## config.mk

```make
export PLATFORM = sky130hd
export DESIGN_NAME = midi_file_event_parser_unit
export DESIGN_NICKNAME = d
export VERILOG_FILES = /design/src/hdl/mfep_pkg.sv /design/src/hdl/midi_file_event_parser_unit.sv /design/src/hdl/mfep_fifo.sv /design/src/hdl/mfep_core.sv
export SDC_FILE = /design/constraint.sdc
export NUM_CORES = 2
export LEC_CHECK = 0
export BUFFER_PORTS_ARGS = -buffer_cell sky130_fd_sc_hd__buf_2
export CAP_MARGIN = 20
export CORE_MARGIN = 2
export CORE_UTILIZATION = 41
export CTS_BUF_LIST = sky130_fd_sc_hd__clkbuf_16
export CTS_CLUSTER_DIAMETER = 100
export DETAILED_ROUTE_END_ITERATION = 10
export SYNTH_ARGS = -nofsm -noshare
export SYNTH_HDL_FRONTEND = slang
export SYNTH_SLANG_ARGS = --single-unit
export TNS_END_PERCENT = 20
```

## constraint.sdc

```tcl
create_clock -name clk -period 15.1 [get_ports clk]
set_input_delay 0.755 -clock clk [delete_from_list [all_inputs] [get_ports clk]]
set_output_delay 0.755 -clock clk [all_outputs]
set_load 0.02 [all_outputs]
```

## src/hdl/mfep_pkg.sv

```systemverilog
// Shared types, codes and tag tables for the MIDI file event parser.
`timescale 1ns / 1ps
`default_nettype none
package mfep_pkg;

  // Result kinds
  localparam logic [2:0] K_NOTE_ON  = 3'd0;
  localparam logic [2:0] K_NOTE_OFF = 3'd1;
  localparam logic [2:0] K_PROGRAM  = 3'd2;
  localparam logic [2:0] K_TEMPO    = 3'd3;
  localparam logic [2:0] K_TIMESIG  = 3'd4;
  localparam logic [2:0] K_DONE     = 3'd5;
  localparam logic [2:0] K_ERROR    = 3'd6;

  // Error codes
  localparam logic [2:0] E_NONE     = 3'd0;
  localparam logic [2:0] E_HEADER   = 3'd1;
  localparam logic [2:0] E_FORMAT   = 3'd2;
  localparam logic [2:0] E_DIVISION = 3'd3;
  localparam logic [2:0] E_TRUNC    = 3'd4;
  localparam logic [2:0] E_TRACK    = 3'd5;
  localparam logic [2:0] E_EVENT    = 3'd6;

  // Parser phases
  localparam logic [3:0] P_HDR       = 4'd0;
  localparam logic [3:0] P_HDR_SKIP  = 4'd1;
  localparam logic [3:0] P_TRK_TAG   = 4'd2;
  localparam logic [3:0] P_TRK_LEN   = 4'd3;
  localparam logic [3:0] P_DELTA     = 4'd4;
  localparam logic [3:0] P_STATUS    = 4'd5;
  localparam logic [3:0] P_CH_D1     = 4'd6;
  localparam logic [3:0] P_CH_D2     = 4'd7;
  localparam logic [3:0] P_META_TYPE = 4'd8;
  localparam logic [3:0] P_VAR_LEN   = 4'd9;
  localparam logic [3:0] P_META_DATA = 4'd10;
  localparam logic [3:0] P_DATA_SKIP = 4'd11;
  localparam logic [3:0] P_TRK_SKIP  = 4'd12;
  localparam logic [3:0] P_TAIL      = 4'd13;
  localparam logic [3:0] P_STOP      = 4'd14;

  // Status and meta bytes
  localparam logic [7:0] ST_SYSEX    = 8'hF0;
  localparam logic [7:0] ST_ESCAPE   = 8'hF7;
  localparam logic [7:0] ST_META     = 8'hFF;
  localparam logic [7:0] META_EOT    = 8'h2F;
  localparam logic [7:0] META_TEMPO  = 8'h51;
  localparam logic [7:0] META_TSIG   = 8'h58;
  localparam logic [15:0] DIV_SMPTE  = 16'h8000;

  // Result queue
  localparam int FIFO_DEPTH = 8;
  localparam int FIFO_AW    = $clog2(FIFO_DEPTH);
  localparam int FIFO_CW    = $clog2(FIFO_DEPTH + 1);

  typedef struct packed {
    logic [2:0]  kind;
    logic [31:0] tick;
    logic [31:0] seq;
    logic [15:0] track;
    logic [3:0]  channel;
    logic [7:0]  data1;
    logic [7:0]  data2;
    logic [23:0] value;
    logic [2:0]  err;
    logic [31:0] end_tick;
    logic [31:0] start_tick;
  } res_t;

  typedef struct packed {
    logic push0;
    logic push1;
  } push_t;

  typedef struct packed {
    logic [FIFO_CW-1:0] count;
  } fifo_stat_t;

  // "MThd"
  function automatic logic [7:0] head_tag(input logic [1:0] i);
    logic [7:0] t;
    case (i)
      2'd0: t = 8'h4D;
      2'd1: t = 8'h54;
      2'd2: t = 8'h68;
      default: t = 8'h64;
    endcase
    return t;
  endfunction

  // "MTrk"
  function automatic logic [7:0] chunk_tag(input logic [1:0] i);
    logic [7:0] t;
    case (i)
      2'd0: t = 8'h4D;
      2'd1: t = 8'h54;
      2'd2: t = 8'h72;
      default: t = 8'h6B;
    endcase
    return t;
  endfunction

  function automatic logic one_data(input logic [7:0] st);
    return (st[7:4] == 4'hC) || (st[7:4] == 4'hD);
  endfunction

endpackage
`default_nettype wire

```

## src/hdl/midi_file_event_parser_unit.sv

```systemverilog
// Top level of the Standard MIDI File event parser.
`timescale 1ns / 1ps
`default_nettype none
// Parses a Standard MIDI File fed one byte per transfer (first_byte starts a new file,
// last_byte marks its end) and delivers note-on, note-off, program, tempo and
// time-signature events, then a done or error result. A byte is registered on transfer
// and decoded in the next cycle by a single pass of logic against the parser state;
// its results go to an 8-entry result queue. One byte is taken per cycle as long as the
// queue holds two results or fewer, so with the output side draining the rate is one
// byte per cycle; results pass the staging register, then the queue's registered head.
module midi_file_event_parser_unit import mfep_pkg::*; (
  input  wire logic        clk,
  input  wire logic        rst_n,
  input  wire logic        in_valid,
  output logic             in_ready,
  input  wire logic [7:0]  in_data_byte,
  input  wire logic        in_first_byte,
  input  wire logic        in_last_byte,
  output logic             out_valid,
  input  wire logic        out_ready,
  output logic [2:0]       out_kind,
  output logic [31:0]      out_tick,
  output logic [31:0]      out_sequence_res,
  output logic [15:0]      out_track_index,
  output logic [3:0]       out_channel,
  output logic [7:0]       out_data1,
  output logic [7:0]       out_data2,
  output logic [23:0]      out_value,
  output logic [2:0]       out_error_code,
  output logic [31:0]      out_end_tick,
  output logic [31:0]      out_music_start_tick
);

  logic       stg_valid_r;
  logic [7:0] stg_byte_r;
  logic       stg_first_r, stg_last_r;
  push_t      push;
  res_t       res0, res1, head;
  fifo_stat_t fstat;
  logic       pop;

  // Take a byte while the queue has room for everything in flight
  assign in_ready = (fstat.count <= FIFO_CW'(FIFO_DEPTH - 6));

  always_ff @(posedge clk) begin
    if (!rst_n) begin
      stg_valid_r <= 1'b0;
    end else begin
      stg_valid_r <= in_valid && in_ready;
    end
  end

  always_ff @(posedge clk) begin
    if (in_valid && in_ready) begin
      stg_byte_r  <= in_data_byte;
      stg_first_r <= in_first_byte;
      stg_last_r  <= in_last_byte;
    end
  end

  mfep_core u_core (
    .clk      (clk),
    .rst_n    (rst_n),
    .step     (stg_valid_r),
    .byte_in  (stg_byte_r),
    .first_in (stg_first_r),
    .last_in  (stg_last_r),
    .push     (push),
    .res0     (res0),
    .res1     (res1)
  );

  assign pop = out_valid && out_ready;

  mfep_fifo u_fifo (
    .clk       (clk),
    .rst_n     (rst_n),
    .push      (push),
    .din0      (res0),
    .din1      (res1),
    .pop       (pop),
    .dout      (head),
    .not_empty (out_valid),
    .stat      (fstat)
  );

  assign out_kind             = head.kind;
  assign out_tick             = head.tick;
  assign out_sequence_res     = head.seq;
  assign out_track_index      = head.track;
  assign out_channel          = head.channel;
  assign out_data1            = head.data1;
  assign out_data2            = head.data2;
  assign out_value            = head.value;
  assign out_error_code       = head.err;
  assign out_end_tick         = head.end_tick;
  assign out_music_start_tick = head.start_tick;

  // Queue never overflows
  a_no_overflow: assert property (@(posedge clk) disable iff (!rst_n)
    fstat.count <= FIFO_CW'(FIFO_DEPTH))
    else $error("result queue overflow");

  // Second result slot only with the first
  a_push_order: assert property (@(posedge clk) disable iff (!rst_n)
    push.push1 |-> push.push0)
    else $error("second result without first");

  // Done carries no error code; error carries one
  a_done_code: assert property (@(posedge clk) disable iff (!rst_n)
    (out_valid && out_kind == K_DONE) |-> (out_error_code == E_NONE))
    else $error("done result with error code");

  a_error_code: assert property (@(posedge clk) disable iff (!rst_n)
    (out_valid && out_kind == K_ERROR) |-> (out_error_code != E_NONE))
    else $error("error result without code");

endmodule
`default_nettype wire

```

## src/hdl/mfep_fifo.sv

```systemverilog
// Result queue: takes up to two results per cycle, hands out one.
`timescale 1ns / 1ps
`default_nettype none
module mfep_fifo import mfep_pkg::*; (
  input  wire logic clk,
  input  wire logic rst_n,
  input  wire push_t push,
  input  wire res_t  din0,
  input  wire res_t  din1,
  input  wire logic  pop,
  output res_t       dout,
  output logic       not_empty,
  output fifo_stat_t stat
);

  res_t               mem [FIFO_DEPTH];
  res_t               dout_r;
  logic [FIFO_AW-1:0] wp_r, rp_r;
  logic [FIFO_CW-1:0] count_r, count_nxt;
  logic [FIFO_AW-1:0] wp_nxt, rp_nxt;
  logic [FIFO_AW-1:0] wp1;

  assign wp1 = wp_r + 1'b1;

  // Advance pointers and count
  always_comb begin
    wp_nxt    = wp_r + FIFO_AW'(push.push0) + FIFO_AW'(push.push1);
    rp_nxt    = rp_r + FIFO_AW'(pop);
    count_nxt = count_r + FIFO_CW'(push.push0) + FIFO_CW'(push.push1) - FIFO_CW'(pop);
  end

  always_ff @(posedge clk) begin
    if (!rst_n) begin
      wp_r    <= '0;
      rp_r    <= '0;
      count_r <= '0;
    end else begin
      wp_r    <= wp_nxt;
      rp_r    <= rp_nxt;
      count_r <= count_nxt;
    end
  end

  // Store results
  always_ff @(posedge clk) begin
    if (push.push0) begin
      mem[wp_r] <= din0;
    end
    if (push.push1) begin
      mem[wp1] <= din1;
    end
  end

  // Read the next head entry, bypassing a write to the same slot
  always_ff @(posedge clk) begin
    if (push.push0 && wp_r == rp_nxt) begin
      dout_r <= din0;
    end else if (push.push1 && wp1 == rp_nxt) begin
      dout_r <= din1;
    end else begin
      dout_r <= mem[rp_nxt];
    end
  end

  assign dout       = dout_r;
  assign not_empty  = (count_r != '0);
  assign stat.count = count_r;

endmodule
`default_nettype wire

```

## src/hdl/mfep_core.sv

```systemverilog
// Byte-wise parser state and decode: one file byte per step, up to two results.
`timescale 1ns / 1ps
`default_nettype none
module mfep_core import mfep_pkg::*; (
  input  wire logic       clk,
  input  wire logic       rst_n,
  input  wire logic       step,
  input  wire logic [7:0] byte_in,
  input  wire logic       first_in,
  input  wire logic       last_in,
  output push_t           push,
  output res_t            res0,
  output res_t            res1
);

  logic [3:0]  phase_r, phase_nxt;
  logic [2:0]  fld_r, fld_nxt;
  logic [3:0]  fbc_r, fbc_nxt;
  logic [31:0] hlen_r, hlen_nxt;
  logic [15:0] ntrk_r, ntrk_nxt;
  logic [15:0] ctrk_r, ctrk_nxt;
  logic [31:0] tbl_r, tbl_nxt;
  logic [31:0] tick_r, tick_nxt;
  logic [7:0]  rs_r, rs_nxt;
  logic [7:0]  es_r, es_nxt;
  logic [7:0]  held_r, held_nxt;
  logic [7:0]  meta_r, meta_nxt;
  logic [31:0] acc_r, acc_nxt;
  logic [31:0] skip_r, skip_nxt;
  logic [31:0] evc_r, evc_nxt;
  logic [31:0] early_r, early_nxt;
  logic        seen_r, seen_nxt;
  logic [31:0] late_r, late_nxt;
  logic        ended_r, ended_nxt;
  logic        err_r, err_nxt;
  logic        tagbad_r, tagbad_nxt;
  logic        ovr_r, ovr_nxt;
  logic [15:0] fmt_r, fmt_nxt;
  logic [15:0] div_r, div_nxt;

  logic        do_emit, do_chan, do_data, do_fin_ev, do_fin_trk, do_fail;
  logic [2:0]  em_kind, fail_code;
  logic [3:0]  em_ch;
  logic [7:0]  em_d1, em_d2;
  logic [23:0] em_val;
  logic [7:0]  cd1, cd2;
  logic        v0, v1;
  res_t        r0, r1, rn;

  always_comb begin
    // Start from held state, or from reset state on a new file
    phase_nxt = phase_r; fld_nxt = fld_r; fbc_nxt = fbc_r; hlen_nxt = hlen_r;
    ntrk_nxt = ntrk_r; ctrk_nxt = ctrk_r; tbl_nxt = tbl_r; tick_nxt = tick_r;
    rs_nxt = rs_r; es_nxt = es_r; held_nxt = held_r; meta_nxt = meta_r;
    acc_nxt = acc_r; skip_nxt = skip_r; evc_nxt = evc_r; early_nxt = early_r;
    seen_nxt = seen_r; late_nxt = late_r; ended_nxt = ended_r; err_nxt = err_r;
    tagbad_nxt = tagbad_r; ovr_nxt = ovr_r; fmt_nxt = fmt_r; div_nxt = div_r;
    if (first_in) begin
      phase_nxt = P_HDR; fld_nxt = '0; fbc_nxt = '0; hlen_nxt = '0;
      ntrk_nxt = '0; ctrk_nxt = '0; tbl_nxt = '0; tick_nxt = '0;
      rs_nxt = '0; es_nxt = '0; held_nxt = '0; meta_nxt = '0;
      acc_nxt = '0; skip_nxt = '0; evc_nxt = '0; early_nxt = '0;
      seen_nxt = 1'b0; late_nxt = '0; ended_nxt = 1'b0; err_nxt = 1'b0;
      tagbad_nxt = 1'b0; ovr_nxt = 1'b0; fmt_nxt = '0; div_nxt = '0;
    end

    do_emit = 1'b0; do_chan = 1'b0; do_data = 1'b0; do_fin_ev = 1'b0;
    do_fin_trk = 1'b0; do_fail = 1'b0; fail_code = E_NONE;
    em_kind = K_NOTE_ON; em_ch = '0; em_d1 = '0; em_d2 = '0; em_val = '0;
    cd1 = '0; cd2 = '0;
    v0 = 1'b0; v1 = 1'b0; r0 = '0; r1 = '0; rn = '0;

    // Decode one byte by phase
    case (phase_nxt)
      P_HDR: begin
        if (fbc_nxt < 4'd4) begin
          if (byte_in != head_tag(fbc_nxt[1:0])) tagbad_nxt = 1'b1;
        end else if (fbc_nxt < 4'd8) begin
          hlen_nxt = {hlen_nxt[23:0], byte_in};
        end else if (fbc_nxt < 4'd10) begin
          fmt_nxt = {fmt_nxt[7:0], byte_in};
        end else if (fbc_nxt < 4'd12) begin
          ntrk_nxt = {ntrk_nxt[7:0], byte_in};
        end else begin
          div_nxt = {div_nxt[7:0], byte_in};
        end
        if (fbc_nxt == 4'd13) begin
          // Judge the header
          if (tagbad_nxt) begin
            do_fail = 1'b1; fail_code = E_HEADER;
          end else if (hlen_nxt < 32'd6) begin
            do_fail = 1'b1; fail_code = E_TRUNC;
          end else if (fmt_nxt > 16'd1 || ntrk_nxt == '0) begin
            do_fail = 1'b1; fail_code = E_FORMAT;
          end else if ((div_nxt & DIV_SMPTE) != '0 || div_nxt == '0) begin
            do_fail = 1'b1; fail_code = E_DIVISION;
          end else begin
            skip_nxt = hlen_nxt - 32'd6;
            fld_nxt = '0;
            phase_nxt = (skip_nxt != '0) ? P_HDR_SKIP : P_TRK_TAG;
          end
        end
        fbc_nxt = fbc_nxt + 4'd1;
      end
      P_HDR_SKIP: begin
        skip_nxt = skip_nxt - 32'd1;
        if (skip_nxt == '0) begin
          phase_nxt = P_TRK_TAG; fld_nxt = '0;
        end
      end
      P_TRK_TAG: begin
        if (byte_in != chunk_tag(fld_nxt[1:0])) begin
          do_fail = 1'b1; fail_code = E_TRACK;
        end else begin
          fld_nxt = fld_nxt + 3'd1;
          if (fld_nxt == 3'd4) begin
            phase_nxt = P_TRK_LEN; fld_nxt = '0; tbl_nxt = '0;
          end
        end
      end
      P_TRK_LEN: begin
        tbl_nxt = {tbl_nxt[23:0], byte_in};
        fld_nxt = fld_nxt + 3'd1;
        if (fld_nxt == 3'd4) begin
          tick_nxt = '0; rs_nxt = '0; ended_nxt = 1'b0; ovr_nxt = 1'b0;
          if (tbl_nxt == '0) begin
            do_fin_trk = 1'b1;
          end else begin
            phase_nxt = P_DELTA; fld_nxt = '0; acc_nxt = '0;
          end
        end
      end
      P_DELTA: begin
        if (tbl_nxt != '0) tbl_nxt = tbl_nxt - 32'd1; else ovr_nxt = 1'b1;
        acc_nxt = {acc_nxt[24:0], byte_in[6:0]};
        fld_nxt = fld_nxt + 3'd1;
        if (byte_in[7]) begin
          if (fld_nxt >= 3'd4) begin
            do_fail = 1'b1; fail_code = E_EVENT;
          end
        end else if (acc_nxt > ~tick_nxt) begin
          do_fail = 1'b1; fail_code = E_EVENT;
        end else begin
          tick_nxt = tick_nxt + acc_nxt;
          phase_nxt = P_STATUS;
        end
      end
      P_STATUS: begin
        if (tbl_nxt != '0) tbl_nxt = tbl_nxt - 32'd1; else ovr_nxt = 1'b1;
        if (!byte_in[7]) begin
          if (rs_nxt < 8'h80 || rs_nxt >= ST_SYSEX) begin
            do_fail = 1'b1; fail_code = E_EVENT;
          end else begin
            es_nxt = rs_nxt;
            held_nxt = byte_in;
            if (one_data(es_nxt)) begin
              do_chan = 1'b1; cd1 = byte_in; cd2 = '0;
            end else begin
              phase_nxt = P_CH_D2;
            end
          end
        end else begin
          rs_nxt = (byte_in < ST_SYSEX) ? byte_in : 8'h00;
          es_nxt = byte_in;
          if (byte_in <= 8'hEF) begin
            phase_nxt = P_CH_D1;
          end else if (byte_in == ST_META) begin
            phase_nxt = P_META_TYPE;
          end else if (byte_in == ST_SYSEX || byte_in == ST_ESCAPE) begin
            phase_nxt = P_VAR_LEN; fld_nxt = '0; acc_nxt = '0;
          end else begin
            do_fail = 1'b1; fail_code = E_EVENT;
          end
        end
      end
      P_CH_D1: begin
        if (tbl_nxt != '0) tbl_nxt = tbl_nxt - 32'd1; else ovr_nxt = 1'b1;
        held_nxt = byte_in;
        if (one_data(es_nxt)) begin
          do_chan = 1'b1; cd1 = byte_in; cd2 = '0;
        end else begin
          phase_nxt = P_CH_D2;
        end
      end
      P_CH_D2: begin
        if (tbl_nxt != '0) tbl_nxt = tbl_nxt - 32'd1; else ovr_nxt = 1'b1;
        do_chan = 1'b1; cd1 = held_nxt; cd2 = byte_in;
      end
      P_META_TYPE: begin
        if (tbl_nxt != '0) tbl_nxt = tbl_nxt - 32'd1; else ovr_nxt = 1'b1;
        meta_nxt = byte_in;
        phase_nxt = P_VAR_LEN; fld_nxt = '0; acc_nxt = '0;
      end
      P_VAR_LEN: begin
        if (tbl_nxt != '0) tbl_nxt = tbl_nxt - 32'd1; else ovr_nxt = 1'b1;
        acc_nxt = {acc_nxt[24:0], byte_in[6:0]};
        fld_nxt = fld_nxt + 3'd1;
        if (byte_in[7]) begin
          if (fld_nxt >= 3'd4) begin
            do_fail = 1'b1; fail_code = E_TRUNC;
          end
        end else if (ovr_nxt || acc_nxt > tbl_nxt) begin
          do_fail = 1'b1; fail_code = E_TRUNC;
        end else begin
          skip_nxt = acc_nxt;
          if (es_nxt == ST_META &&
              ((meta_nxt == META_TEMPO && skip_nxt == 32'd3) ||
               (meta_nxt == META_TSIG && skip_nxt >= 32'd2))) begin
            phase_nxt = P_META_DATA; fld_nxt = '0; acc_nxt = '0;
          end else if (skip_nxt == '0) begin
            do_data = 1'b1;
          end else begin
            phase_nxt = P_DATA_SKIP;
          end
        end
      end
      P_META_DATA: begin
        if (tbl_nxt != '0) tbl_nxt = tbl_nxt - 32'd1; else ovr_nxt = 1'b1;
        skip_nxt = skip_nxt - 32'd1;
        fld_nxt = fld_nxt + 3'd1;
        if (meta_nxt == META_TEMPO) begin
          acc_nxt = {acc_nxt[23:0], byte_in};
          if (fld_nxt >= 3'd3) begin
            do_emit = 1'b1; em_kind = K_TEMPO; em_val = acc_nxt[23:0];
          end
        end else if (fld_nxt == 3'd1) begin
          held_nxt = byte_in;
        end else begin
          do_emit = 1'b1; em_kind = K_TIMESIG; em_d1 = held_nxt; em_d2 = byte_in;
        end
        if (do_emit) begin
          if (skip_nxt == '0) do_data = 1'b1;
          else phase_nxt = P_DATA_SKIP;
        end
      end
      P_DATA_SKIP: begin
        if (tbl_nxt != '0) tbl_nxt = tbl_nxt - 32'd1; else ovr_nxt = 1'b1;
        if (skip_nxt != '0) skip_nxt = skip_nxt - 32'd1;
        if (skip_nxt == '0) do_data = 1'b1;
      end
      P_TRK_SKIP: begin
        if (tbl_nxt != '0) tbl_nxt = tbl_nxt - 32'd1;
        if (tbl_nxt == '0) do_fin_trk = 1'b1;
      end
      default: begin
      end
    endcase

    // Classify a completed channel message
    if (do_chan) begin
      if (es_nxt[7:4] == 4'h9 && cd2 != '0) begin
        do_emit = 1'b1; em_kind = K_NOTE_ON; em_ch = es_nxt[3:0];
        em_d1 = cd1; em_d2 = cd2;
        if (!seen_nxt || tick_nxt < early_nxt) begin
          early_nxt = tick_nxt; seen_nxt = 1'b1;
        end
      end else if (es_nxt[7:4] == 4'h8 || es_nxt[7:4] == 4'h9) begin
        do_emit = 1'b1; em_kind = K_NOTE_OFF; em_ch = es_nxt[3:0];
        em_d1 = cd1; em_d2 = cd2;
      end else if (es_nxt[7:4] == 4'hC) begin
        do_emit = 1'b1; em_kind = K_PROGRAM; em_ch = es_nxt[3:0]; em_d1 = cd1;
      end
      do_fin_ev = 1'b1;
    end

    // Emit the decoded event
    if (do_emit) begin
      r0.kind = em_kind; r0.tick = tick_nxt; r0.seq = evc_nxt; r0.track = ctrk_nxt;
      r0.channel = em_ch; r0.data1 = em_d1; r0.data2 = em_d2; r0.value = em_val;
      r0.err = E_NONE; r0.end_tick = '0; r0.start_tick = '0;
      v0 = 1'b1;
      evc_nxt = evc_nxt + 32'd1;
    end

    // Close data of a meta or sysex event
    if (do_data) begin
      if (es_nxt == ST_META && meta_nxt == META_EOT) ended_nxt = 1'b1;
      do_fin_ev = 1'b1;
    end

    // Close the event
    if (do_fin_ev) begin
      if (ovr_nxt) begin
        do_fail = 1'b1; fail_code = E_TRUNC;
      end else if (tbl_nxt == '0) begin
        do_fin_trk = 1'b1;
      end else if (ended_nxt) begin
        phase_nxt = P_TRK_SKIP;
      end else begin
        phase_nxt = P_DELTA; fld_nxt = '0; acc_nxt = '0;
      end
    end

    // Close the track
    if (do_fin_trk) begin
      if (tick_nxt > late_nxt) late_nxt = tick_nxt;
      ctrk_nxt = ctrk_nxt + 16'd1;
      if (ctrk_nxt == ntrk_nxt) begin
        phase_nxt = P_TAIL;
      end else begin
        phase_nxt = P_TRK_TAG; fld_nxt = '0;
      end
    end

    // End of file: done or the error it implies
    if (!do_fail && last_in && !err_nxt && phase_nxt != P_STOP) begin
      if (phase_nxt == P_HDR) begin
        do_fail = 1'b1; fail_code = E_HEADER;
      end else if (phase_nxt == P_TRK_TAG) begin
        do_fail = 1'b1; fail_code = E_TRACK;
      end else if (phase_nxt == P_TAIL) begin
        rn.kind = K_DONE; rn.seq = evc_nxt; rn.track = ctrk_nxt; rn.err = E_NONE;
        rn.end_tick = late_nxt; rn.start_tick = seen_nxt ? early_nxt : 32'd0;
        phase_nxt = P_STOP;
        if (v0) begin
          r1 = rn; v1 = 1'b1;
        end else begin
          r0 = rn; v0 = 1'b1;
        end
      end else begin
        do_fail = 1'b1; fail_code = E_TRUNC;
      end
    end

    // Latch the first error
    if (do_fail && !err_nxt) begin
      err_nxt = 1'b1;
      phase_nxt = P_STOP;
      rn = '0;
      rn.kind = K_ERROR; rn.seq = evc_nxt; rn.track = ctrk_nxt; rn.err = fail_code;
      if (v0) begin
        r1 = rn; v1 = 1'b1;
      end else begin
        r0 = rn; v0 = 1'b1;
      end
    end
  end

  assign push.push0 = step && v0;
  assign push.push1 = step && v1;
  assign res0 = r0;
  assign res1 = r1;

  // Hold or advance parser state
  always_ff @(posedge clk) begin
    if (!rst_n) begin
      phase_r <= P_HDR; fld_r <= '0; fbc_r <= '0; hlen_r <= '0;
      ntrk_r <= '0; ctrk_r <= '0; tbl_r <= '0; tick_r <= '0;
      rs_r <= '0; es_r <= '0; held_r <= '0; meta_r <= '0;
      acc_r <= '0; skip_r <= '0; evc_r <= '0; early_r <= '0;
      seen_r <= 1'b0; late_r <= '0; ended_r <= 1'b0; err_r <= 1'b0;
      tagbad_r <= 1'b0; ovr_r <= 1'b0; fmt_r <= '0; div_r <= '0;
    end else if (step) begin
      phase_r <= phase_nxt; fld_r <= fld_nxt; fbc_r <= fbc_nxt; hlen_r <= hlen_nxt;
      ntrk_r <= ntrk_nxt; ctrk_r <= ctrk_nxt; tbl_r <= tbl_nxt; tick_r <= tick_nxt;
      rs_r <= rs_nxt; es_r <= es_nxt; held_r <= held_nxt; meta_r <= meta_nxt;
      acc_r <= acc_nxt; skip_r <= skip_nxt; evc_r <= evc_nxt; early_r <= early_nxt;
      seen_r <= seen_nxt; late_r <= late_nxt; ended_r <= ended_nxt; err_r <= err_nxt;
      tagbad_r <= tagbad_nxt; ovr_r <= ovr_nxt; fmt_r <= fmt_nxt; div_r <= div_nxt;
    end
  end

endmodule
`default_nettype wire

```

==> results_dict.tcl <==
set metrics [dict create \
    share_of_synthesized_area_occupied_by_flip_flops_and_latches_pct 49.79 \
    ys_dominant_reg_cell "sky130_fd_sc_hd__dfxtp_1" \
    gr-usage-met2_pct 45.33 \
    dp_slack_ns 3.789 \
    cp.arrival_ns 12.00 \
    floorplan.die.width_um 490.5 \
    cap_viol_max_count 0 \
    number_of_placement_rows 178 \
    layout.nets 9658 \
    drv_slew 0 \
    place.detailed.hpwl_um 219900 \
    drc_errors 0 \
    start_util_pct 41.23 \
    cts.repair_timing.setup_buffer_count 0 \
    route.detailed.wl_per_inst_um 27.80 \
    setup_viol 0 \
    critical_path.max_fanout 60 \
    period_share_pct 76.13 \
    static_leakage_uw 0.03635 \
    cts-root-to-sink-buffers 3 \
    yosys_register_bits 1937 \
    synth_cells 9618 \
    detail_route_antenna_nets 0 \
    tritoncts_num_sinks 1937 \
    grt-ovfl-total 0 \
    avgSynthCellArea_um2 10.09 \
    vias 80441 \
    io_pins 210 \
    grt_busiest_layer "met2" \
    finalCoreUtilization_pct 45.91 \
    clock.fmax_ghz 0.08699 \
    clkTransAtPathRegs_ns 0.06 \
    fp.coreArea_um2 235400 \
    routed_via_density 6.275 \
    gr-usage-met3_pct 4.665 \
    first_pass_iters 8 \
    run_status "complete, no violations" \
    ys_async_sr_fraction_pct 0 \
    min-delay-start "in_data_byte[2]" \
    clock_latency_ns 0.89 \
    worstMarginPinSlew_ns 1.203 \
    accumulated_negative_setup_slack_ns 0 \
    finalHoldViolCount 0 \
    worst_hold_slack_ns 0.06626 \
    htree_num_levels 4 \
    worst_path_most_repeated_cell "sky130_fd_sc_hd__buf_4" \
    antenna_found_initial 10 \
    area.growth.synth_to_final_pct 11.35 \
    synth_edf_count 954 \
    start_kind "register" \
    finalWeightedCongestion 0.9633 \
    syn-num-nets 9789 \
    ctsResizeCount 0 \
    r2r_start "u_core.tbl_r[3]" \
    fp.dieArea_um2 240600 \
    cts_tree "yes" \
    synth_cell_type_count 103 \
    crit_path_max_incr_delay_ns 0.98 \
    skew_ns 0.06910 \
    fraction_of_final_layout_cells_sized_beyond_drive_strength_1_pct 15.32 \
    synth_area_um2 97050 \
    cts_inserted_buffers 206 \
    worst_slew_margin_rel_pct 19.78 \
    critPathCaptureType "register" \
    die-height_um 490.5 \
    grt_first_pass_wirelength_um 522400 \
    pnr_worst_setup_slack_ns 3.604 \
    peakVddDrop_mv 0.1514 \
    ys_warn_count 0 \
    worstHoldPathType "input pin to register" \
    grt.met1_usage_pct 38.66 \
    worst_ep_required_time_ns 15.60 \
    track_usage_pct 28.52 \
    maximum_number_of_pins_on_one_net_before_global_route_repair 211 \
    wire_length_reported_by_the_detailed_router_um 356300 \
    vias_in_the_first_global_route 77597 \
    path_class "register to register" \
    cts_root_buf "sky130_fd_sc_hd__clkbuf_16" \
    power_density_nw_per_um2 146.5 \
    slowest_library_cell_on_the_worst_path "sky130_fd_sc_hd__nand3_4" \
    drt-initial-drc-count 9565 \
    critical_path.startpoint "u_core.tbl_r[3]" \
    power.total_uw 15830 \
    min_period_ns 11.50 \
    rsz0062_at_grt "false" \
    port_buffers 209 \
    cts_hold_repair.buffers 3 \
]
[Yosys cell counts, types with 20 or more instances]
cell type | n | area [um^2]
sky130_fd_sc_hd__a211oi_1 | 110 | 825.8
sky130_fd_sc_hd__a21o_1 | 51 | 382.9
sky130_fd_sc_hd__a21oi_1 | 643 | 3218
sky130_fd_sc_hd__a22oi_1 | 284 | 2132
sky130_fd_sc_hd__a31oi_1 | 53 | 331.6
sky130_fd_sc_hd__and2_1 | 63 | 394.1
sky130_fd_sc_hd__and3_1 | 35 | 219.0
sky130_fd_sc_hd__buf_1 | 131 | 491.7
sky130_fd_sc_hd__buf_2 | 140 | 700.7
sky130_fd_sc_hd__clkbuf_1 | 508 | 1907
sky130_fd_sc_hd__dfxtp_1 | 983 | 19680
sky130_fd_sc_hd__edfxtp_1 | 954 | 28650
sky130_fd_sc_hd__ha_1 | 153 | 1914
sky130_fd_sc_hd__inv_1 | 93 | 349.1
sky130_fd_sc_hd__mux2_2 | 198 | 2230
sky130_fd_sc_hd__mux2i_1 | 123 | 1231
sky130_fd_sc_hd__mux4_2 | 388 | 8738
sky130_fd_sc_hd__nand2_1 | 1331 | 4996
sky130_fd_sc_hd__nand2b_1 | 75 | 469.2
sky130_fd_sc_hd__nand3_1 | 201 | 1006
sky130_fd_sc_hd__nand4_1 | 67 | 419.2
sky130_fd_sc_hd__nor2_1 | 1305 | 4898
sky130_fd_sc_hd__nor2b_1 | 112 | 700.7
sky130_fd_sc_hd__nor3_1 | 152 | 760.7
sky130_fd_sc_hd__nor4_1 | 69 | 431.7
sky130_fd_sc_hd__o211ai_1 | 20 | 150.1
sky130_fd_sc_hd__o21a_1 | 23 | 172.7
sky130_fd_sc_hd__o21ai_0 | 256 | 1281
sky130_fd_sc_hd__o21ai_1 | 35 | 175.2
sky130_fd_sc_hd__o221ai_1 | 39 | 341.6
sky130_fd_sc_hd__o22ai_1 | 442 | 2765
sky130_fd_sc_hd__or3_1 | 35 | 219.0
sky130_fd_sc_hd__or4_1 | 24 | 180.2
sky130_fd_sc_hd__xnor2_1 | 104 | 910.9
sky130_fd_sc_hd__xor2_1 | 56 | 490.5
[layer usage]
metal  vias up  wire length [um]
li1      35202                 -
met1     40396            145900
met2      4113            164300
met3       718             30430
met4        12             15630
met5         -                81
[cells by family after synthesis]
family	after synthesis	share of synthesized area [%]
AOI/OAI and AO/OA	2195	14.42
xor gates and xnor gates	160	1.444
adders and majority gates	157	2.055
buffers and inverters	883	3.638
DFF	1937	49.79
muxes	709	12.57
and+or+nand+nor	3577	16.08
[layout make-up]
cell class              instances  area [um^2]
fillers                     21830       127300
inverters                      94        370.4
clock buffers                 208         5205
flip-flops and latches       1937        48340
diodes                          7        17.52
multi-input cells            6798        45610
well taps                    3150         3941
clock inverters               175         1556
repair buffers                450         3029
[critical path: cells and delay by family, from the launching register on]
| family | cells | cell delay [ns] |
|---|---|---|
| and+or+nand+nor | 14 | 5.72 |
| adders and majority gates | 1 | 0.17 |
| DFF | 1 | 0.43 |
| AOI/OAI and AO/OA | 7 | 1.90 |
| buffers and inverters | 6 | 2.71 |
[worst paths after layout]
path	end	slack (ns)	depth (start not counted)
min	stg_byte_r[2]	0.07	1
min reg2reg	register	0.44	1
max reg2reg	u_fifo.mem[3][52]	3.60	28
max	u_fifo.mem[3][52]	3.60	28
[layout by cell type, fill, tap and decap left out, drive strengths merged, types with 65 or more instances in the layout]
cell and n:
a211oi 113, buf 442, o22ai 442, xnor2 104, mux2i 123, o21ai 291, clkbuf 212, dfxtp 983
a21oi 657, inv 144, nand2b 75, and2 65, nand3 201, nand2 1333, nor3 157, a22oi 291
nor2 1309, nor4 72, nand4 67, mux4 388, ha 153, clkinv 91, nor2b 112, mux2 198
edfxtp 954
[sequential cells by signal (all words and copies together), names as in the netlist, 16 cells and up, named ones only]
signal / cells
u_core.evc_r: 32
u_core.late_r: 32
u_core.early_r: 32
u_core.tbl_r: 32
u_core.tick_r: 32
u_core.hlen_r: 32
u_core.skip_r: 32
u_core.div_r: 16
u_core.ntrk_r: 16
u_core.fmt_r: 16
u_core.acc_r: 25
u_core.ctrk_r: 16
u_fifo.mem: 1552
[power by group]
part           switching [uW]  internal [uW]  leakage [uW]
clock                    2240           2890       0.00343
sequential                208           5660        0.0172
combinational            3060           1770        0.0157
[per-stage QoR]
step	instance area (um^2)	instances
after floorplan	97050	9618
after global placement	101100	12406
after detailed placement	101100	12413
after CTS	107900	12799
after global routing	108100	12813
final	108100	12819
No activity file was read; power rests on OpenSTA's default activity.
